===== src/rtl/tcgw_pkg.sv =====
`timescale 1ns / 1ps
// ----------------------------------------------------------------------------
// tcgw_pkg
// Shared types and constants for the text console glyph writer: panel
// commands, word kinds, control codes, register indexes and the
// controller/datapath interface.
// ----------------------------------------------------------------------------
package tcgw_pkg;

    // Panel geometry and glyph cell size
    localparam int unsigned SHORT_SIDE = 128;
    localparam int unsigned LONG_SIDE  = 160;
    localparam int unsigned GLYPH_SIZE = 8;

    // Stream widths
    localparam int unsigned IN_DATA_W  = 72;
    localparam int unsigned OUT_DATA_W = 32;
    localparam int unsigned KIND_W     = 2;

    // Configuration port
    localparam int unsigned CFG_ADDR_W = 3;
    localparam int unsigned CFG_DATA_W = 16;

    localparam logic [CFG_ADDR_W-1:0] REG_ORIENT = 3'd0;
    localparam logic [CFG_ADDR_W-1:0] REG_WIDTH  = 3'd1;
    localparam logic [CFG_ADDR_W-1:0] REG_HEIGHT = 3'd2;
    localparam logic [CFG_ADDR_W-1:0] REG_TAB    = 3'd3;
    localparam logic [CFG_ADDR_W-1:0] REG_INK    = 3'd4;
    localparam logic [CFG_ADDR_W-1:0] REG_PAPER  = 3'd5;

    localparam logic [1:0]  RST_ORIENT = 2'd0;
    localparam logic [7:0]  RST_WIDTH  = 8'd128;
    localparam logic [7:0]  RST_HEIGHT = 8'd160;
    localparam logic [5:0]  RST_TAB    = 6'd4;
    localparam logic [15:0] RST_INK    = 16'd2016;
    localparam logic [15:0] RST_PAPER  = 16'd0;

    // Orientation codes
    localparam logic [1:0] ORIENT_PORTRAIT      = 2'd0;
    localparam logic [1:0] ORIENT_PORTRAIT_180  = 2'd1;
    localparam logic [1:0] ORIENT_LANDSCAPE     = 2'd2;
    localparam logic [1:0] ORIENT_LANDSCAPE_180 = 2'd3;

    // Panel commands
    localparam logic [7:0] CMD_CASET = 8'h2A;
    localparam logic [7:0] CMD_RASET = 8'h2B;
    localparam logic [7:0] CMD_RAMWR = 8'h2C;

    // Output word kinds
    localparam logic [KIND_W-1:0] KIND_CMD   = 2'd0;
    localparam logic [KIND_W-1:0] KIND_DATA  = 2'd1;
    localparam logic [KIND_W-1:0] KIND_PIXEL = 2'd2;

    // Control codes
    localparam logic [7:0] CH_BS  = 8'd8;
    localparam logic [7:0] CH_TAB = 8'd9;
    localparam logic [7:0] CH_LF  = 8'd10;
    localparam logic [7:0] CH_VT  = 8'd11;
    localparam logic [7:0] CH_FF  = 8'd12;
    localparam logic [7:0] CH_CR  = 8'd13;

    // Word positions within one drawn cell
    localparam logic [5:0] W_CASET     = 6'd0;
    localparam logic [5:0] W_COLS      = 6'd1;
    localparam logic [5:0] W_RASET     = 6'd2;
    localparam logic [5:0] W_ROW_START = 6'd3;
    localparam logic [5:0] W_ROW_END   = 6'd4;
    localparam logic [5:0] W_RAMWR     = 6'd5;
    localparam logic [5:0] W_PIX_FIRST = 6'd6;
    localparam logic [5:0] W_LAST      = 6'd37;

    // Linear cursor and divider sizing
    localparam int unsigned LIN_W     = 11;
    localparam int unsigned DIVISOR_W = 6;
    localparam int unsigned DIV_STEPS = LIN_W;

    typedef enum logic {
        DIV_SEL_LIN,
        DIV_SEL_TAB
    } tcgw_div_sel_t;

    typedef enum logic [3:0] {
        ST_IDLE,
        ST_LIN,
        ST_DIV_LIN,
        ST_WAIT_LIN,
        ST_DECODE,
        ST_DIV_TW,
        ST_WAIT_TW,
        ST_DIV_TAB,
        ST_WAIT_TAB,
        ST_WRAP,
        ST_DIV_FIN,
        ST_WAIT_FIN,
        ST_EMIT
    } tcgw_state_t;

    typedef struct packed {
        logic          load;
        logic          lin_calc;
        logic          div_start;
        tcgw_div_sel_t div_sel;
        logic          capture_pos;
        logic          decode;
        logic          tab_add;
        logic          tab_fix;
        logic          wrap;
        logic          cursor_write;
        logic          emit;
    } tcgw_cmd_t;

    typedef struct packed {
        logic div_done;
        logic is_tab;
        logic draw;
        logic out_free;
        logic emit_last;
    } tcgw_status_t;

endpackage


===== src/rtl/tcgw_divider.sv =====
`timescale 1ns / 1ps
// ----------------------------------------------------------------------------
// tcgw_divider
// Restoring divider, one quotient bit per cycle. Gives quotient and
// remainder of an 11-bit dividend by a nonzero 6-bit divisor.
// ----------------------------------------------------------------------------
module tcgw_divider
    import tcgw_pkg::*;
(
    input  logic                 aclk,
    input  logic                 aresetn,
    input  logic                 start,
    input  logic [LIN_W-1:0]     dividend,
    input  logic [DIVISOR_W-1:0] divisor,
    output logic [LIN_W-1:0]     quotient,
    output logic [DIVISOR_W-1:0] remainder,
    output logic                 done
);

    logic [LIN_W-1:0]     quo_reg;
    logic [DIVISOR_W-1:0] rem_reg;
    logic [DIVISOR_W-1:0] dvs_reg;
    logic [3:0]           cnt_reg;
    logic                 busy_reg;
    logic                 done_reg;

    logic [DIVISOR_W:0]   trial;
    logic [DIVISOR_W:0]   diff;
    logic                 ge;
    logic [DIVISOR_W-1:0] rem_next;

    // Shift in the next dividend bit and try to subtract
    always_comb begin
        trial    = {rem_reg, quo_reg[LIN_W-1]};
        diff     = trial - {1'b0, dvs_reg};
        ge       = (trial >= {1'b0, dvs_reg});
        rem_next = ge ? diff[DIVISOR_W-1:0] : trial[DIVISOR_W-1:0];
    end

    // Control: busy flag, step count and done pulse
    always_ff @(posedge aclk) begin
        if (!aresetn) begin
            busy_reg <= 1'b0;
            done_reg <= 1'b0;
            cnt_reg  <= '0;
        end else begin
            done_reg <= 1'b0;
            if (start) begin
                busy_reg <= 1'b1;
                cnt_reg  <= '0;
            end else if (busy_reg) begin
                cnt_reg <= cnt_reg + 4'd1;
                if (cnt_reg == 4'(DIV_STEPS - 1)) begin
                    busy_reg <= 1'b0;
                    done_reg <= 1'b1;
                end
            end
        end
    end

    // Datapath: operands and partial results
    always_ff @(posedge aclk) begin
        if (start) begin
            quo_reg <= dividend;
            rem_reg <= '0;
            dvs_reg <= divisor;
        end else if (busy_reg) begin
            quo_reg <= {quo_reg[LIN_W-2:0], ge};
            rem_reg <= rem_next;
        end
    end

    assign quotient  = quo_reg;
    assign remainder = rem_reg;
    assign done      = done_reg;

endmodule


===== src/rtl/tcgw_datapath.sv =====
`timescale 1ns / 1ps
// ----------------------------------------------------------------------------
// tcgw_datapath
// Configuration registers, cursor, linear cursor arithmetic with the shared
// divider, window mapping and the registered output word.
// ----------------------------------------------------------------------------
module tcgw_datapath
    import tcgw_pkg::*;
(
    input  logic                  aclk,
    input  logic                  aresetn,
    // Configuration writes
    input  logic                  cfg_wr_en,
    input  logic [CFG_ADDR_W-1:0] cfg_addr,
    input  logic [CFG_DATA_W-1:0] cfg_wdata,
    // Input item
    input  logic [IN_DATA_W-1:0]  in_data,
    // Controller link
    input  tcgw_cmd_t             cmd,
    output tcgw_status_t          status,
    // Output word
    input  logic                  out_ready,
    output logic                  out_valid,
    output logic [OUT_DATA_W-1:0] out_data,
    output logic [KIND_W-1:0]     out_kind,
    output logic                  out_last
);

    // Configuration registers
    logic [1:0]  orient_reg;
    logic [7:0]  width_reg;
    logic [7:0]  height_reg;
    logic [5:0]  tab_reg;
    logic [15:0] ink_reg;
    logic [15:0] paper_reg;

    // Cursor and item state
    logic [4:0]       row_reg;
    logic [4:0]       col_reg;
    logic [LIN_W-1:0] lin_reg;
    logic [LIN_W-1:0] q0_reg;
    logic [4:0]       r0_reg;
    logic [7:0]       code_reg;
    logic [63:0]      glyph_reg;
    logic             draw_reg;
    logic [4:0]       drow_reg;
    logic [4:0]       dcol_reg;
    logic [5:0]       idx_reg;

    // Output register
    logic                  ovalid_reg;
    logic [OUT_DATA_W-1:0] odata_reg;
    logic [KIND_W-1:0]     okind_reg;
    logic                  olast_reg;

    // Effective geometry
    logic [4:0]           cols;
    logic [4:0]           rows;
    logic [DIVISOR_W-1:0] tw;
    logic [9:0]           cells;

    // Divider link
    logic [LIN_W-1:0]     div_dividend;
    logic [DIVISOR_W-1:0] div_divisor;
    logic [LIN_W-1:0]     div_quo;
    logic [DIVISOR_W-1:0] div_rem;
    logic                 div_done;

    // Decode results
    logic [LIN_W-1:0] lin_dec;
    logic             draw_dec;
    logic [4:0]       dcol_dec;
    logic [4:0]       r0_dec;

    // Window and word generation
    logic [15:0] x1, x2, y1, y2, a1, packed_w, wy1, wy2;
    logic [5:0]  pix_off;
    logic [7:0]  pix_bits;
    logic [1:0]  pix_pair;
    logic        b0, b1;
    logic [OUT_DATA_W-1:0] word_data;
    logic [KIND_W-1:0]     word_kind;

    // Treat empty grids and zero tab spacing as one
    always_comb begin
        cols  = (width_reg[7:3] == 5'd0) ? 5'd1 : width_reg[7:3];
        rows  = (height_reg[7:3] == 5'd0) ? 5'd1 : height_reg[7:3];
        tw    = (tab_reg == 6'd0) ? 6'd1 : tab_reg;
        cells = {5'd0, cols} * {5'd0, rows};
    end

    // Divider operand select
    always_comb begin
        if (cmd.div_sel == DIV_SEL_TAB) begin
            div_dividend = {6'd0, r0_reg};
            div_divisor  = tw;
        end else begin
            div_dividend = lin_reg;
            div_divisor  = {1'b0, cols};
        end
    end

    tcgw_divider u_div (
        .aclk      (aclk),
        .aresetn   (aresetn),
        .start     (cmd.div_start),
        .dividend  (div_dividend),
        .divisor   (div_divisor),
        .quotient  (div_quo),
        .remainder (div_rem),
        .done      (div_done)
    );

    // Configuration writes; indexes past the list are dropped
    always_ff @(posedge aclk) begin
        if (!aresetn) begin
            orient_reg <= RST_ORIENT;
            width_reg  <= RST_WIDTH;
            height_reg <= RST_HEIGHT;
            tab_reg    <= RST_TAB;
            ink_reg    <= RST_INK;
            paper_reg  <= RST_PAPER;
        end else if (cfg_wr_en) begin
            unique case (cfg_addr)
                REG_ORIENT: orient_reg <= cfg_wdata[1:0];
                REG_WIDTH:  width_reg  <= cfg_wdata[7:0];
                REG_HEIGHT: height_reg <= cfg_wdata[7:0];
                REG_TAB:    tab_reg    <= cfg_wdata[5:0];
                REG_INK:    ink_reg    <= cfg_wdata;
                REG_PAPER:  paper_reg  <= cfg_wdata;
                default: ;
            endcase
        end
    end

    // Cursor moves for each code; draw position for backspace and printables
    always_comb begin
        lin_dec  = lin_reg;
        draw_dec = 1'b0;
        r0_dec   = r0_reg - 5'd1;
        dcol_dec = r0_reg;
        if (code_reg[7:5] != 3'd0) begin
            lin_dec  = lin_reg + 11'd1;
            draw_dec = (q0_reg < {6'd0, height_reg[7:3]}) && (r0_reg < width_reg[7:3]);
        end else begin
            unique case (code_reg)
                CH_BS: begin
                    if (r0_reg != 5'd0) begin
                        lin_dec  = lin_reg - 11'd1;
                        dcol_dec = r0_dec;
                        draw_dec = (q0_reg < {6'd0, height_reg[7:3]}) &&
                                   (r0_dec < width_reg[7:3]);
                    end
                end
                CH_FF:   lin_dec = '0;
                CH_LF:   lin_dec = lin_reg + {6'd0, cols} - {6'd0, r0_reg};
                CH_CR:   lin_dec = lin_reg - {6'd0, r0_reg};
                CH_VT:   lin_dec = lin_reg + {6'd0, cols};
                default: lin_dec = lin_reg;
            endcase
        end
    end

    // Item, cursor and linear cursor registers
    always_ff @(posedge aclk) begin
        if (!aresetn) begin
            row_reg  <= '0;
            col_reg  <= '0;
            draw_reg <= 1'b0;
            idx_reg  <= '0;
        end else begin
            if (cmd.load) begin
                code_reg  <= in_data[7:0];
                glyph_reg <= in_data[IN_DATA_W-1:8];
                draw_reg  <= 1'b0;
                idx_reg   <= '0;
            end
            if (cmd.lin_calc) begin
                lin_reg <= ({6'd0, row_reg} * {6'd0, cols}) + {6'd0, col_reg};
            end
            if (cmd.capture_pos) begin
                q0_reg <= div_quo;
                r0_reg <= div_rem[4:0];
            end
            if (cmd.decode) begin
                lin_reg  <= lin_dec;
                draw_reg <= draw_dec;
                drow_reg <= q0_reg[4:0];
                dcol_reg <= dcol_dec;
            end
            if (cmd.tab_add) begin
                lin_reg <= lin_reg + {5'd0, tw} - {5'd0, div_rem};
            end
            if (cmd.tab_fix && (div_rem < tw)) begin
                lin_reg <= lin_reg - {5'd0, div_rem};
            end
            if (cmd.wrap && (lin_reg >= {1'b0, cells})) begin
                lin_reg <= '0;
            end
            if (cmd.cursor_write) begin
                row_reg <= div_quo[4:0];
                col_reg <= div_rem[4:0];
            end
            if (cmd.emit) begin
                idx_reg <= idx_reg + 6'd1;
            end
        end
    end

    // Cell corners in logical pixels
    always_comb begin
        x1 = {8'd0, dcol_reg, 3'd0};
        x2 = x1 + 16'(GLYPH_SIZE - 1);
        y1 = {8'd0, drow_reg, 3'd0};
        y2 = y1 + 16'(GLYPH_SIZE - 1);
    end

    // Map the window to panel coordinates, all modulo 2^16
    always_comb begin
        a1       = '0;
        packed_w = {x2[7:0], x1[7:0]};
        wy1      = y1;
        wy2      = y2;
        unique case (orient_reg)
            ORIENT_PORTRAIT_180: begin
                a1       = 16'(SHORT_SIDE - 1) - x1;
                packed_w = {a1[7:0], 8'd0} + (16'(SHORT_SIDE - 1) - x2);
                wy1      = 16'(LONG_SIDE - 1) - y2;
                wy2      = 16'(LONG_SIDE - 1) - y1;
            end
            ORIENT_LANDSCAPE: begin
                a1       = 16'(SHORT_SIDE - 1) - y1;
                packed_w = {a1[7:0], 8'd0} + (16'(SHORT_SIDE - 1) - y2);
                wy1      = x1;
                wy2      = x2;
            end
            ORIENT_LANDSCAPE_180: begin
                packed_w = {y2[7:0], y1[7:0]};
                wy1      = 16'(LONG_SIDE - 1) - x2;
                wy2      = 16'(LONG_SIDE - 1) - x1;
            end
            default: begin
                packed_w = {x2[7:0], x1[7:0]};
            end
        endcase
    end

    // Pick the pixel pair: row from the upper offset bits, pair from the lower
    always_comb begin
        pix_off  = idx_reg - W_PIX_FIRST;
        pix_bits = glyph_reg[{pix_off[4:2], 3'b000} +: 8];
        pix_pair = pix_off[1:0];
        b0       = pix_bits[{~pix_pair, 1'b1}];
        b1       = pix_bits[{~pix_pair, 1'b0}];
    end

    // Word for the current position in the cell sequence
    always_comb begin
        unique case (idx_reg)
            W_CASET: begin
                word_kind = KIND_CMD;
                word_data = {24'd0, CMD_CASET};
            end
            W_COLS: begin
                word_kind = KIND_DATA;
                word_data = {16'd0, packed_w};
            end
            W_RASET: begin
                word_kind = KIND_CMD;
                word_data = {24'd0, CMD_RASET};
            end
            W_ROW_START: begin
                word_kind = KIND_DATA;
                word_data = {16'd0, wy1 + 16'd2};
            end
            W_ROW_END: begin
                word_kind = KIND_DATA;
                word_data = {16'd0, wy2 + 16'd2};
            end
            W_RAMWR: begin
                word_kind = KIND_CMD;
                word_data = {24'd0, CMD_RAMWR};
            end
            default: begin
                word_kind = KIND_PIXEL;
                word_data = {b0 ? ink_reg : paper_reg, b1 ? ink_reg : paper_reg};
            end
        endcase
    end

    // Output register: load on emit, drop once the word is taken
    always_ff @(posedge aclk) begin
        if (!aresetn) begin
            ovalid_reg <= 1'b0;
        end else if (cmd.emit) begin
            ovalid_reg <= 1'b1;
        end else if (out_ready) begin
            ovalid_reg <= 1'b0;
        end
    end

    always_ff @(posedge aclk) begin
        if (cmd.emit) begin
            odata_reg <= word_data;
            okind_reg <= word_kind;
            olast_reg <= (idx_reg == W_LAST);
        end
    end

    assign out_valid = ovalid_reg;
    assign out_data  = odata_reg;
    assign out_kind  = okind_reg;
    assign out_last  = olast_reg;

    // Status back to the controller
    always_comb begin
        status.div_done  = div_done;
        status.is_tab    = (code_reg == CH_TAB);
        status.draw      = draw_reg;
        status.out_free  = !ovalid_reg || out_ready;
        status.emit_last = (idx_reg == W_LAST);
    end

endmodule


===== src/rtl/tcgw_ctrl.sv =====
`timescale 1ns / 1ps
// ----------------------------------------------------------------------------
// tcgw_ctrl
// Sequencer for one item: cursor position, code decode, tab steps, wrap,
// cursor write-back and the drawn cell's word sequence.
// ----------------------------------------------------------------------------
module tcgw_ctrl
    import tcgw_pkg::*;
(
    input  logic         aclk,
    input  logic         aresetn,
    input  logic         in_valid,
    output logic         in_ready,
    input  tcgw_status_t status,
    output tcgw_cmd_t    cmd
);

    tcgw_state_t state_reg;
    tcgw_state_t state_next;

    always_ff @(posedge aclk) begin
        if (!aresetn) begin
            state_reg <= ST_IDLE;
        end else begin
            state_reg <= state_next;
        end
    end

    // Next state
    always_comb begin
        state_next = state_reg;
        unique case (state_reg)
            ST_IDLE:     if (in_valid) state_next = ST_LIN;
            ST_LIN:      state_next = ST_DIV_LIN;
            ST_DIV_LIN:  state_next = ST_WAIT_LIN;
            ST_WAIT_LIN: if (status.div_done) state_next = ST_DECODE;
            ST_DECODE:   state_next = status.is_tab ? ST_DIV_TW : ST_WRAP;
            ST_DIV_TW:   state_next = ST_WAIT_TW;
            ST_WAIT_TW:  if (status.div_done) state_next = ST_DIV_TAB;
            ST_DIV_TAB:  state_next = ST_WAIT_TAB;
            ST_WAIT_TAB: if (status.div_done) state_next = ST_WRAP;
            ST_WRAP:     state_next = ST_DIV_FIN;
            ST_DIV_FIN:  state_next = ST_WAIT_FIN;
            ST_WAIT_FIN: begin
                if (status.div_done) begin
                    state_next = status.draw ? ST_EMIT : ST_IDLE;
                end
            end
            ST_EMIT: begin
                if (status.out_free && status.emit_last) begin
                    state_next = ST_IDLE;
                end
            end
            default:     state_next = ST_IDLE;
        endcase
    end

    // Commands
    always_comb begin
        cmd      = '0;
        in_ready = 1'b0;
        unique case (state_reg)
            ST_IDLE: begin
                in_ready = 1'b1;
                cmd.load = in_valid;
            end
            ST_LIN:      cmd.lin_calc = 1'b1;
            ST_DIV_LIN:  cmd.div_start = 1'b1;
            ST_WAIT_LIN: cmd.capture_pos = status.div_done;
            ST_DECODE:   cmd.decode = 1'b1;
            ST_DIV_TW: begin
                cmd.div_start = 1'b1;
                cmd.div_sel   = DIV_SEL_TAB;
            end
            ST_WAIT_TW:  cmd.tab_add = status.div_done;
            ST_DIV_TAB:  cmd.div_start = 1'b1;
            ST_WAIT_TAB: cmd.tab_fix = status.div_done;
            ST_WRAP:     cmd.wrap = 1'b1;
            ST_DIV_FIN:  cmd.div_start = 1'b1;
            ST_WAIT_FIN: cmd.cursor_write = status.div_done;
            ST_EMIT:     cmd.emit = status.out_free;
            default:     cmd = '0;
        endcase
    end

endmodule


===== src/rtl/text_console_glyph_writer.sv =====
`timescale 1ns / 1ps
// ----------------------------------------------------------------------------
// text_console_glyph_writer
// Text console: keeps a cursor over an 8x8 cell grid, moves it on control
// codes and draws printable glyphs as panel window and pixel-pair words.
// ----------------------------------------------------------------------------
// Cursor update: each cursor divide runs on the shared one-bit-a-cycle
//   divider; an item needs 2 divides (4 for tab) between the input
//   transfer and the cursor write-back.
// A drawn cell then sends 38 words, one per cycle while m_tready is high.
// One item at a time: the next is accepted once the last cell word is loaded.
// Reset: aresetn (synchronous) loads register defaults, homes the cursor and
//   empties the output register.
module text_console_glyph_writer
    import tcgw_pkg::*;
(
    input  logic                  aclk,
    input  logic                  aresetn,
    // Configuration
    input  logic                  cfg_wr_en,
    input  logic [CFG_ADDR_W-1:0] cfg_addr,
    input  logic [CFG_DATA_W-1:0] cfg_wdata,
    // Input items
    input  logic                  s_tvalid,
    output logic                  s_tready,
    input  logic [IN_DATA_W-1:0]  s_tdata,   // [7:0] char_code, [71:8] glyph_rows
    // Output words
    output logic                  m_tvalid,
    input  logic                  m_tready,
    output logic [OUT_DATA_W-1:0] m_tdata,   // [31:0] word_value
    output logic [KIND_W-1:0]     m_tuser,   // [1:0] word_kind
    output logic                  m_tlast    // last_word
);

    tcgw_cmd_t    cmd;
    tcgw_status_t status;

    tcgw_ctrl u_ctrl (
        .aclk     (aclk),
        .aresetn  (aresetn),
        .in_valid (s_tvalid),
        .in_ready (s_tready),
        .status   (status),
        .cmd      (cmd)
    );

    tcgw_datapath u_dp (
        .aclk      (aclk),
        .aresetn   (aresetn),
        .cfg_wr_en (cfg_wr_en),
        .cfg_addr  (cfg_addr),
        .cfg_wdata (cfg_wdata),
        .in_data   (s_tdata),
        .cmd       (cmd),
        .status    (status),
        .out_ready (m_tready),
        .out_valid (m_tvalid),
        .out_data  (m_tdata),
        .out_kind  (m_tuser),
        .out_last  (m_tlast)
    );

    // A new item only starts once the previous cell's last word is in the output register
    a_accept_after_last: assert property (@(posedge aclk) disable iff (!aresetn)
        (s_tvalid && s_tready && m_tvalid) |-> m_tlast)
        else $error("item accepted while a cell sequence is unfinished");

    // Every cell sequence ends on a pixel pair
    a_last_is_pixel: assert property (@(posedge aclk) disable iff (!aresetn)
        (m_tvalid && m_tlast) |-> (m_tuser == KIND_PIXEL))
        else $error("last word of a cell is not a pixel pair");

    // Words are loaded only into a free output register
    a_emit_free: assert property (@(posedge aclk) disable iff (!aresetn)
        cmd.emit |-> status.out_free)
        else $error("output word overwritten before transfer");

    // Divider never reports done right after a start
    a_div_latency: assert property (@(posedge aclk) disable iff (!aresetn)
        cmd.div_start |=> !status.div_done)
        else $error("divider done one cycle after start");

endmodule


===== config.mk =====
export PLATFORM = sky130hd
export DESIGN_NAME = text_console_glyph_writer
export DESIGN_NICKNAME = d
export VERILOG_FILES = /design/src/rtl/tcgw_pkg.sv /design/src/rtl/tcgw_divider.sv /design/src/rtl/tcgw_datapath.sv /design/src/rtl/tcgw_ctrl.sv /design/src/rtl/text_console_glyph_writer.sv
export SDC_FILE = /design/constraint.sdc
export NUM_CORES = 1
export LEC_CHECK = 0
export ABC_AREA = 1
export BUFFER_PORTS_ARGS = -buffer_cell sky130_fd_sc_hd__clkbuf_2
export CAP_MARGIN = 25
export CORE_UTILIZATION = 45
export CTS_BUF_LIST = sky130_fd_sc_hd__clkbuf_4 sky130_fd_sc_hd__clkbuf_8
export DETAILED_ROUTE_END_ITERATION = 8
export GPL_ROUTABILITY_DRIVEN = 0
export SLEW_MARGIN = 5
export SYNTH_ARGS = -nofsm -noshare
export SYNTH_HDL_FRONTEND = slang
export SYNTH_SLANG_ARGS = --single-unit

===== constraint.sdc =====
create_clock -name aclk -period 13.55 [get_ports aclk]
set_input_delay 0 -clock aclk [delete_from_list [all_inputs] [get_ports aclk]]
set_output_delay 0 -clock aclk [all_outputs]
set_load 0.1 [all_outputs]

==> results by group, run 1 <==
Clock tree
  • Clock root buffer: clkbuf_8
  • CTS Buffer Depth: 3
  • Count of instances resized after the clock tree is built: 0
  • Number of buffers added for setup after CTS: 0
  • Clock latency on the worst-skew pair: 0.60 ns
  • CTS tree: yes
  • Hold-fix buffers at CTS: 101
  • CTS buffer count: 43
  • Clock transition time at the flip-flop clock pins of the worst setup and hold paths: 0.06 ns
  • Total number of clock tree sinks: 245
  • Number of H-tree levels: 2

Worst setup path
  • Crit path launch: u_dp.width_reg[7]
  • Critical path start-end classification: reg -> reg
  • Maximum fanout along the worst path: 12
  • R2R Path Start: u_dp.width_reg[7]
  • Reg-to-Reg End: u_dp.lin_reg[7]
  • Arr. time, crit path: 7.01 ns
  • CP Capture Type: flop
  • Worst R2R Setup Slack: 6.83 ns
  • Worst r2r path cells: 24
  • Critical path required time: 13.84 ns
  • Endpoint of the worst setup timing path: u_dp.lin_reg[7]
  • Worst Setup Start Kind: flop

Detailed routing
  • Wirelength per Cell: 17.3 um
  • Final WL: 45.1 mm
  • Residual DRC: 0
  • Pre-antenna DRT Iters: 5
  • Vias per cell: 5.32
  • Initial detailed-routing violation count: 1,002
  • Remaining antenna violation count after routing: 0
  • Vias after detailed routing: 13,900

Global route
  • Largest net degree at the start of global routing: 73
  • Vias in the first global route: 13,400
  • Wire length of the first global-routing pass: 70.3 mm
  • Aggregate global routing overflow: 0
  • Antenna violations before repair: 0
  • Total track usage: 25.2%

Yosys
  • Post-synth EDFFs: 161
  • Nets in the synthesized netlist: 2,141
  • Most used DFF post-synth: edfxtp_1
  • Post-Synthesis Mean Instance Area: 8.42 um2
  • Dominant cell type by area after synthesis: edfxtp_1
  • Synthesized-area fraction occupied by and/or/nand/nor cells: 17.1%
  • Synth Cell Area: 15,800 um2
  • Adder and majority gate portion of the synthesized area: 14.5%
  • Count of unique library cells instantiated by Yosys: 55
  • Combinational family with the most area after synthesis: simple AND/OR/NAND/NOR gates
  • Post-synthesis compound-gate area fraction: 14.6%
  • Total of flip-flops plus latches after synthesis: 245
  • Synthesized netlist cell count: 1,882
  • Most common cell in the netlist: nand2_1
  • Post-synthesis async set-or-reset flop share: 0%
  • Part of the Yosys area used for sequential elements: 41.1%
  • Post-synthesis share of cell area spent on xor and xnor gates: 2.76%
  • Multiplexer area fraction after synthesis: 1.64%
  • Top cells by area, synth: edfxtp_1 (31%), dfxtp_1 (11%), ha_1 (10%)
  • Top cell type's share of synthesized area: 30.5%
  • Ranking of synthesized cells by instance count: nand2_1 (304), inv_1 (267), nor2_1 (214)
  • Yosys warning total: 0

Timing
  • Worst slack on hold paths: 0.113 ns
  • Count of final setup violators: 0
  • Min cycle time layout: 6.72 ns
  • Share of the cycle needed by the critical path after routing: 49.6%
  • Setup repair after global routing missed its margin: no
  • Final max-slew violation count: 0
  • Worst Tran Pin Value: 1.02 ns
  • Total count of hold-check failures in the final report: 0
  • Accumulated negative setup slack: 0 ns
  • Slew HR: 32.1%
  • Clock Skews: 0.0218 ns
  • Achievable Freq: 0.149 GHz

Layout
  • Fraction of layout instances using a drive strength above 1: 11.7%
  • Fin cells: 2,610
  • Synthesis-to-finish area growth: 18.8%
  • Inserted Diodes: 0
  • Filler Cell Count: 3,161
  • Post-layout nets: 2,379
  • Flip-flop count of the largest register after layout: 64

Power and ir drop
  • Proportion of total power due to net switching: 38.4%
  • Cell leakage power: 8.50 nW
  • Comb pwr share: 34.1%
  • Clk pwr share: 26.9%
  • Sequential fraction of design power: 39.0%
  • Net switching component of the power: 1.00 mW
  • Pint: 1.61 mW
  • VDD IR-drop max: 0.105 mV
  • Total power density per cell area: 139 nW/um2

Floorplan
  • Die footprint: 35,900 um2
  • Chip Width: 190 um
  • Number of ports placed on the die boundary: 133
  • Placeable core area: 34,600 um2
  • Starting utilization of the core area: 45.7%
  • Number of core rows: 68
  • DIE HEIGHT: 190 um

Min path
  • Class of the tightest hold or removal check: in -> reg

Run status
  • Outcome: finished, final reports clean

Placement
  • DP Cell Count: 2,429
  • Count of buffers inserted at the top-level ports: 132
  • Hpwl dp: 32.8 mm

Flow run
  • Max-Cap Viols: 0
[through the flow]
| step | total power [mW] | cell area [um2] | utilization, % | worst slack, ns |
|---|---|---|---|---|
| final | 2.61 | 18800 | 54.3 | 6.83 |
| after global routing | 2.77 | 18800 | 54.3 | 6.36 |
| after CTS | 2.62 | 18800 | 54.3 | 6.89 |
| after detailed placement | 1.89 | 16900 | 48.9 | 6.96 |
| after global placement | 1.86 | 16900 | 48.8 | 6.84 |
| after floorplan | 1.64 | 15800 | - | 6.80 |
[metal layers]
| layer | part of all wire [%] | track usage, % | vias to the layer above |
|---|---|---|---|
| met5 | 0 | 0 | - |
| met4 | 3.4 | 10.2 | 0 |
| met3 | 6.7 | 4.10 | 95 |
| met2 | 45 | 40.8 | 487 |
| met1 | 45 | 33.7 | 6487 |
| li1 | - | - | 6813 |
[cell type report]
class	count	area (um2)	share of cell area [%]
inverter	278	1040	5.55
clock inverter	31	236	1.26
clock buffer	49	637	3.38
tap	455	569	3.03
sequential	245	6520	34.6
multi-input combinational	1306	8030	42.7
timing repair buffer	246	1780	9.47
[worst min path at each step]
stage,startpoint,cells after the start,to
global route,s_tdata[31],2,u_dp.glyph_reg[23]
finish,s_tdata[32],2,u_dp.glyph_reg[24]
detailed placement,s_tdata[60],1,u_dp.glyph_reg[52]
global placement,s_tdata[31],1,u_dp.glyph_reg[23]
CTS,s_tdata[32],2,u_dp.glyph_reg[24]
floorplan,s_tdata[0],0,u_dp.code_reg[0]
[power by group through the flow]
stage                     clock network [mW]  registers [mW]  logic [mW]
final                                  0.703            1.02       0.891
after CTS                              0.719            1.02       0.882
after global placement                     0            1.03       0.835
after global routing                   0.749            1.03       0.997
after floorplan                            0            1.01       0.626
after detailed placement                   0            1.03       0.854
[logic make-up after synthesis]
kind of cell,after synthesis
simple gates,655
compound gates,414
buf+inv,331
flops,245
fa+ha+maj,163
xor+xnor,49
mux,25
[placed cells by master, fill, tap and decap left out, types with 4 or more instances in the layout]
| cell type | netlist | final |
|---|---|---|
| o21ai_1 | 13 | 13 |
| nand3_1 | 76 | 76 |
| xnor2_1 | 14 | 14 |
| ha_1 | 129 | 129 |
| fa_1 | 34 | 34 |
| a21o_1 | 5 | 5 |
| clkbuf_8 | 0 | 43 |
| clkbuf_2 | 1 | 132 |
| or2_2 | 4 | 4 |
| nor2_2 | 6 | 7 |
| o221ai_1 | 4 | 4 |
| buf_4 | 2 | 12 |
| a31oi_1 | 11 | 11 |
| o21ai_0 | 172 | 172 |
| nand2_1 | 304 | 304 |
| mux2_2 | 8 | 8 |
| a21oi_1 | 128 | 128 |
| o31ai_1 | 7 | 7 |
| nor3_1 | 20 | 19 |
| dfxtp_1 | 84 | 84 |
| o21bai_1 | 6 | 6 |
| clkbuf_4 | 0 | 6 |
| dlygate4sd3_1 | 0 | 101 |
| nand4_1 | 14 | 14 |
| clkinv_1 | 5 | 17 |
| nor2_1 | 214 | 211 |
| mux2i_1 | 17 | 17 |
| inv_2 | 6 | 6 |
| a211oi_1 | 7 | 7 |
| inv_1 | 267 | 267 |
| o211ai_1 | 31 | 31 |
| edfxtp_1 | 161 | 161 |
| o21a_1 | 4 | 4 |
| clkinv_2 | 0 | 12 |
| o22ai_1 | 12 | 12 |
| xor2_1 | 34 | 34 |
[worst max-delay path, cell delays in order (launching register included)]
cell	delay, ns
dfxtp_1	0.66
inv_1	0.25
a31oi_1	0.66
inv_1	0.23
nand2_1	0.16
fa_1	0.44
fa_1	0.53
fa_1	0.55
inv_1	0.05
ha_1	0.33
nand3_1	0.08
nand2_1	0.10
a21oi_1	0.07
o21ai_0	0.26
a21oi_1	0.11
nor2_1	0.11
nor2_1	0.06
xnor2_1	0.13
ha_1	0.28
nand2_1	0.07
o41ai_1	0.34
o21ai_0	0.13
buf_4	0.21
a31oi_1	0.33
buf_4	0.26
Power figures use the tool's default switching activity.
==> inputs of run 2 (changes only) <==
==> constraint.sdc (replaced) <==
create_clock -name aclk -period 7 [get_ports aclk]
set_input_delay 0 -clock aclk [delete_from_list [all_inputs] [get_ports aclk]]
set_output_delay 0 -clock aclk [all_outputs]
set_load 0.1 [all_outputs]
==> run 2 against run 1 <==
  * Design area increased by 0.27%
  * First-iteration DRC count increased by 27%
  * Combinational power increased by 94%
  * Flip-flop and latch count unchanged
  * Wire length decreased by 0.62%
  * Die area unchanged
  * Core utilization increased by 0.15 points
  * Register-to-register slack got worse by 5.9 ns
  * Final cell count about the same
  * Sequential share of layout area decreased by 0.094 points
  * Clock power increased by 100%
  * Critical path type unchanged
  * Critical endpoint is now u_dp.lin_reg[8]
  * Largest cell class unchanged
  * Largest power group unchanged
==> results by group, run 2 (synthesis results as in run 1) <==
Detailed routing
  • Remaining antenna violation count after routing: 0 (unchanged)
  • Vias per cell: 5.31 (was 5.32)
  • Final WL: 44.8 mm (was 45.1 mm)
  • Vias after detailed routing: 13,800 (was 13,900)
  • Pre-antenna DRT Iters: 6 (was 5)
  • Residual DRC: 0 (unchanged)
  • Initial detailed-routing violation count: 1,276 (was 1,002)
  • Wirelength per Cell: 17.2 um (was 17.3 um)

Clock tree
  • Total number of clock tree sinks: 245 (unchanged)
  • Clock root buffer: clkbuf_8 (unchanged)
  • Number of buffers added for setup after CTS: 0 (unchanged)
  • CTS tree: yes (unchanged)
  • Number of H-tree levels: 2 (unchanged)
  • CTS buffer count: 43 (unchanged)
  • Clock latency on the worst-skew pair: 0.61 ns (was 0.60 ns)
  • Clock transition time at the flip-flop clock pins of the worst setup and hold paths: 0.06 ns (about the same)
  • CTS Buffer Depth: 3 (unchanged)

Timing
  • Share of the cycle needed by the critical path after routing: 86.7% (was 49.6%)
  • Min cycle time layout: 6.07 ns (was 6.72 ns)
  • Clock Skews: 0.0242 ns (was 0.0218 ns)
  • Achievable Freq: 0.165 GHz (was 0.149 GHz)
  • Total count of hold-check failures in the final report: 0 (unchanged)
  • Worst Tran Pin Value: 0.910 ns (was 1.02 ns)
  • Slew HR: 39.1% (was 32.1%)
  • Count of final setup violators: 0 (unchanged)
  • Accumulated negative setup slack: 0 ns (unchanged)
  • Final max-slew violation count: 0 (unchanged)
  • Worst slack on hold paths: 0.103 ns (was 0.113 ns)
  • Setup repair after global routing missed its margin: no (unchanged)

Power and ir drop
  • Total power density per cell area: 272 nW/um2 (was 139 nW/um2)
  • Cell leakage power: 8.53 nW (was 8.50 nW)
  • VDD IR-drop max: 0.216 mV (was 0.105 mV)

Worst setup path
  • Critical path required time: 7.31 ns (was 13.84 ns)
  • Critical path start-end classification: reg -> reg (unchanged)
  • Worst Setup Start Kind: flop (unchanged)
  • Maximum fanout along the worst path: 12 (unchanged)
  • Arr. time, crit path: 6.38 ns (was 7.01 ns)
  • CP Capture Type: flop (unchanged)

Global route
  • Aggregate global routing overflow: 0 (unchanged)
  • Vias in the first global route: 13,200 (was 13,400)
  • Total track usage: 25.3% (was 25.2%)
  • Wire length of the first global-routing pass: 70.8 mm (was 70.3 mm)
  • Antenna violations before repair: 0 (unchanged)
  • Largest net degree at the start of global routing: 62 (was 73)

Floorplan
  • Number of ports placed on the die boundary: 133 (unchanged)
  • DIE HEIGHT: 190 um (unchanged)
  • Number of core rows: 68 (unchanged)
  • Starting utilization of the core area: 45.7% (unchanged)
  • Chip Width: 190 um (unchanged)
  • Die footprint: 35,900 um2 (unchanged)
  • Placeable core area: 34,600 um2 (unchanged)

Layout
  • Filler Cell Count: 3,159 (was 3,161)
  • Synthesis-to-finish area growth: 19.1% (was 18.8%)
  • Inserted Diodes: 0 (unchanged)
  • Flip-flop count of the largest register after layout: 64 (unchanged)
  • Highest-count cells in the layout ignoring fill and taps: nand2_1 (304), inv_1 (267), nor2_1 (212), o21ai_0 (172), edfxtp_1 (161) (was nand2_1 (304), inv_1 (267), nor2_1 (211), o21ai_0 (172), edfxtp_1 (161))
  • Fraction of layout instances using a drive strength above 1: 12.0% (was 11.7%)
  • Most common cell after layout, fill and taps aside: nand2_1 (unchanged)
  • Fin cells: 2,608 (was 2,610)
  • Post-layout nets: 2,379 (unchanged)

Min path
  • Class of the tightest hold or removal check: in -> reg (unchanged)

Placement
  • DP Cell Count: 2,432 (was 2,429)
  • Hpwl dp: 32.9 mm (was 32.8 mm)
  • Count of buffers inserted at the top-level ports: 132 (unchanged)

Flow run
  • Max-Cap Viols: 0 (unchanged)

Run status
  • Outcome: finished, final reports clean (unchanged)
## run 2: cell types whose count changed in the layout (fill, tap and decap cells not counted), sizes merged
cell,delta
clkinv,-17
clkbuf,+13
buf,+4
dlygate4sd3,-4
clkinvlp,+1
inv,+1
## run 2: what timing repair did
item,in CTS,in global routing
gates resized for setup,0,0
setup endpoints to repair,0,0
hold buffers,97,0
endpoints found under the hold margin,133,0
## run 2: layout make-up
class                           count  area (um2)  share of cell area (%)
Clock buffer                       62         759                    4.02
Clock inverter                     16         165                   0.875
Inverter                          278        1040                    5.53
Multi-Input combinational cell   1306        8030                    42.6
Sequential cell                   245        6520                    34.5
Tap cell                          455         569                    3.02
Timing Repair Buffer              246        1780                    9.46
## run 2: routing by layer
metal / share of wire (%) / vias to the layer above / GRT usage [%]
li1: - / 6806 / -
met1: 45 / 6414 / 35.1
met2: 45 / 529 / 40.0
met3: 7.3 / 92 / 3.74
met4: 3.3 / 0 / 9.65
met5: 0 / - / 0
## run 2: worst paths after layout
| check | from | slack (ns) | to | depth (start not counted) |
|---|---|---|---|---|
| worst min register to register | u_dp.u_div.quotient[8] | 0.45 | u_dp.q0_reg[8] | 0 |
| worst max register to register | u_dp.width_reg[7] | 0.93 | u_dp.lin_reg[8] | 25 |
| worst min-delay path | s_tdata[2] | 0.10 | u_dp.code_reg[2] | 2 |
| worst max-delay path | u_dp.width_reg[7] | 0.93 | u_dp.lin_reg[8] | 25 |
## run 2: power breakdown
| part | internal (mW) | total (mW) | leakage (nW) | switching, mW |
|---|---|---|---|---|
| sequential | 1.80 | 1.97 | 2.17 | 0.175 |
| clock | 0.814 | 1.43 | 0.483 | 0.620 |
| combinational | 0.588 | 1.73 | 5.88 | 1.14 |
| total | 3.20 | 5.14 | 8.53 | 1.94 |
## run 2: critical path: stages (launching register included)
cell and delay (ns):
dfxtp_1 0.60, inv_1 0.25, a31oi_1 0.21, buf_4 0.18, inv_1 0.10, nand2_1 0.10
fa_1 0.42, fa_1 0.53, fa_1 0.55, inv_1 0.05, ha_1 0.34, a21oi_1 0.17
nand2_1 0.10, a21oi_1 0.13, o21ai_0 0.13, a21oi_1 0.15, nor2_1 0.05, nor2_1 0.11
xnor2_1 0.10, ha_1 0.28, nand2_1 0.06, o41ai_1 0.40, o21ai_0 0.15, buf_4 0.21
a31oi_1 0.14, buf_4 0.25
## run 2: through the flow
step	power (mW)	setup WS [ns]	instance area [um2]	utilization [%]
6_report	5.14	0.934	18900	54.5
5_1_grt	5.45	0.491	18900	54.5
3_3_place_gp	3.61	1.19	16900	48.9
4_1_cts	5.13	0.981	18800	54.4
2_1_floorplan	3.17	0.253	15800	-
3_5_place_dp	3.64	1.01	17000	49.0
==> inputs of run 3 (changes only) <==
==> constraint.sdc (replaced) <==
create_clock -name aclk -period 7 [get_ports aclk]
set_input_delay 1.4 -clock aclk [delete_from_list [all_inputs] [get_ports aclk]]
set_output_delay 1.4 -clock aclk [all_outputs]
set_load 0.1 [all_outputs]
==> run 3 against run 2 <==
  * Hold slack gained 0.33 ns
  * Global-route usage decreased by 0.91 points
  * Clock skew grew 0.010 ns
  * Critical path depth unchanged
  * Combinational power down 3%
  * Worst setup slack got worse by 0.0094 ns
  * Total power down 4.2%
  * Critical endpoint is now u_dp.lin_reg[10]
  * Largest power group unchanged
  * Highest routed layer unchanged
==> results by group, run 3 (synthesis results as in run 1) <==
Floorplan
  • DIE HEIGHT: 190 um (unchanged)
  • Number of core rows: 68 (unchanged)
  • Die footprint: 35,900 um2 (unchanged)
  • Placeable core area: 34,600 um2 (unchanged)
  • Chip Width: 190 um (unchanged)
  • Starting utilization of the core area: 45.7% (unchanged)
  • Number of ports placed on the die boundary: 133 (unchanged)

Worst setup path
  • Maximum fanout along the worst path: 12 (unchanged)
  • Worst Setup Start Kind: flop (unchanged)
  • Critical path required time: 7.26 ns (was 7.31 ns)
  • Arr. time, crit path: 6.34 ns (was 6.38 ns)
  • CP Capture Type: flop (unchanged)
  • Critical path start-end classification: reg -> reg (unchanged)

Timing
  • Worst slack on hold paths: 0.434 ns (was 0.103 ns)
  • Slew HR: 36.7% (was 39.1%)
  • Total count of hold-check failures in the final report: 0 (unchanged)
  • Min cycle time layout: 6.08 ns (was 6.07 ns)
  • Share of the cycle needed by the critical path after routing: 86.8% (was 86.7%)
  • Final max-slew violation count: 0 (unchanged)
  • Achievable Freq: 0.165 GHz (about the same)
  • Clock Skews: 0.0342 ns (was 0.0242 ns)
  • Accumulated negative setup slack: 0 ns (unchanged)
  • Setup repair after global routing missed its margin: no (unchanged)
  • Worst Tran Pin Value: 0.949 ns (was 0.910 ns)
  • Count of final setup violators: 0 (unchanged)

Global route
  • Aggregate global routing overflow: 0 (unchanged)
  • Met2 usage in global routing: 39.0% (was 40.0%)
  • Vias in the first global route: 13,000 (was 13,200)
  • Busiest metal layer after global routing: met2 (unchanged)
  • Wire length of the first global-routing pass: 68.5 mm (was 70.8 mm)
  • Largest net degree at the start of global routing: 73 (was 62)
  • Antenna violations before repair: 0 (unchanged)
  • Routing usage on met1: 33.6% (was 35.1%)
  • Total track usage: 24.4% (was 25.3%)
  • GRT met3 Usage: 4.24% (was 3.74%)

Placement
  • Count of buffers inserted at the top-level ports: 132 (unchanged)
  • Hpwl dp: 32.7 mm (was 32.9 mm)
  • DP Cell Count: 2,432 (unchanged)

Detailed routing
  • Residual DRC: 0 (unchanged)
  • Vias after detailed routing: 13,400 (was 13,800)
  • Remaining antenna violation count after routing: 0 (unchanged)
  • Wirelength per Cell: 17.3 um (was 17.2 um)
  • Final WL: 43.4 mm (was 44.8 mm)
  • Pre-antenna DRT Iters: 6 (unchanged)
  • Vias per cell: 5.34 (was 5.31)
  • Initial detailed-routing violation count: 918 (was 1,276)

Layout
  • Highest-count cells in the layout ignoring fill and taps: nand2_1 (304), inv_1 (267), nor2_1 (212), o21ai_0 (172), edfxtp_1 (161) (unchanged)
  • Flip-flop count of the largest register after layout: 64 (unchanged)
  • Most common cell after layout, fill and taps aside: nand2_1 (unchanged)
  • Inserted Diodes: 0 (unchanged)
  • Fraction of layout instances using a drive strength above 1: 12.4% (was 12.0%)
  • Fin cells: 2,508 (was 2,608)
  • Filler Cell Count: 3,328 (was 3,159)
  • Post-layout nets: 2,281 (was 2,379)
  • Synthesis-to-finish area growth: 12.2% (was 19.1%)

Power and ir drop
  • VDD IR-drop max: 0.152 mV (was 0.216 mV)
  • Cell leakage power: 8.07 nW (was 8.53 nW)
  • Total power after layout: 4.92 mW (was 5.14 mW)
  • Total power density per cell area: 277 nW/um2 (was 272 nW/um2)

Clock tree
  • Clock latency on the worst-skew pair: 0.59 ns (was 0.61 ns)
  • Number of buffers added for setup after CTS: 0 (unchanged)
  • Number of H-tree levels: 2 (unchanged)
  • CTS buffer count: 43 (unchanged)
  • Clock root buffer: clkbuf_8 (unchanged)
  • CTS tree: yes (unchanged)
  • Count of instances resized after the clock tree is built: 0 (unchanged)
  • CTS Buffer Depth: 3 (unchanged)
  • Hold-fix buffers at CTS: 0 (was 97)
  • Clock transition time at the flip-flop clock pins of the worst setup and hold paths: 0.07 ns (was 0.06 ns)
  • Total number of clock tree sinks: 245 (unchanged)

Run status
  • Outcome: finished, final reports clean (unchanged)

Min path
  • Class of the tightest hold or removal check: reg -> reg (was in -> reg)

Flow run
  • Max-Cap Viols: 0 (unchanged)
run 3: changes by cell type in the layout (fill, tap and decap cells not counted), moves of 2 or more:
cell,before,now
inv_8,2,0
clkbuf_4,15,13
clkinv_1,11,13
clkinv_2,3,6
dlygate4sd3_1,97,0
bufinv_16,3,0
run 3: final cells by class:
type	instances	area [um2]	share of cell area, %
clock buffer	59	731	4.11
multi-input combinational	1306	8030	45.2
inverter	278	1040	5.87
timing repair buffer	148	793	4.46
tap	455	569	3.20
sequential	245	6520	36.7
clock inverter	17	92.6	0.521
run 3: worst paths after layout:
path,start,to,cells past startpoint,slack (ns)
hold / removal,u_dp.u_div.quotient[9],u_dp.q0_reg[9],0,0.43
hold reg to reg,u_dp.u_div.quotient[9],u_dp.q0_reg[9],0,0.43
setup / recovery,u_dp.width_reg[7],u_dp.lin_reg[10],25,0.92
setup reg to reg,u_dp.width_reg[7],u_dp.lin_reg[10],25,0.92
run 3: metrics by stage:
| step | setup WS, ns | instance area (um2) | utilization, % |
|---|---|---|---|
| 2_1_floorplan | 0.253 | 15800 | - |
| 3_3_place_gp | 1.22 | 16900 | 48.9 |
| 3_5_place_dp | 1.04 | 17000 | 49.0 |
| 4_1_cts | 0.987 | 17800 | 51.3 |
| 5_1_grt | 0.449 | 17800 | 51.3 |
| 6_report | 0.925 | 17800 | 51.3 |
run 3: layer usage:
layer  up-vias  wire (um)
met1      6267      19800
met2       442      19300
met4         0       1200
met5         -          0
li1       6609          -
met3        79       3070
run 3: power breakdown:
part	switching, mW	total (mW)	internal [mW]
combinational	1.12	1.67	0.547
clock	0.603	1.28	0.679
sequential	0.172	1.97	1.80
total	1.90	4.92	3.03
run 3: worst max-delay path: stages (launching register included):
cell and delay (ns):
dfxtp_1 0.62, inv_1 0.24, a31oi_1 0.21, buf_4 0.18
inv_1 0.10, nand2_1 0.10, fa_1 0.42, fa_1 0.52
fa_1 0.55, inv_1 0.05, ha_1 0.34, nand3_1 0.08
nand2_1 0.11, a21oi_1 0.07, o21ai_0 0.27, a21oi_1 0.11
nor2_1 0.11, nor2_1 0.06, xnor2_1 0.15, ha_1 0.28
nand2_1 0.06, o41ai_1 0.34, o21ai_0 0.15, buf_4 0.23
a31oi_1 0.15, buf_4 0.25
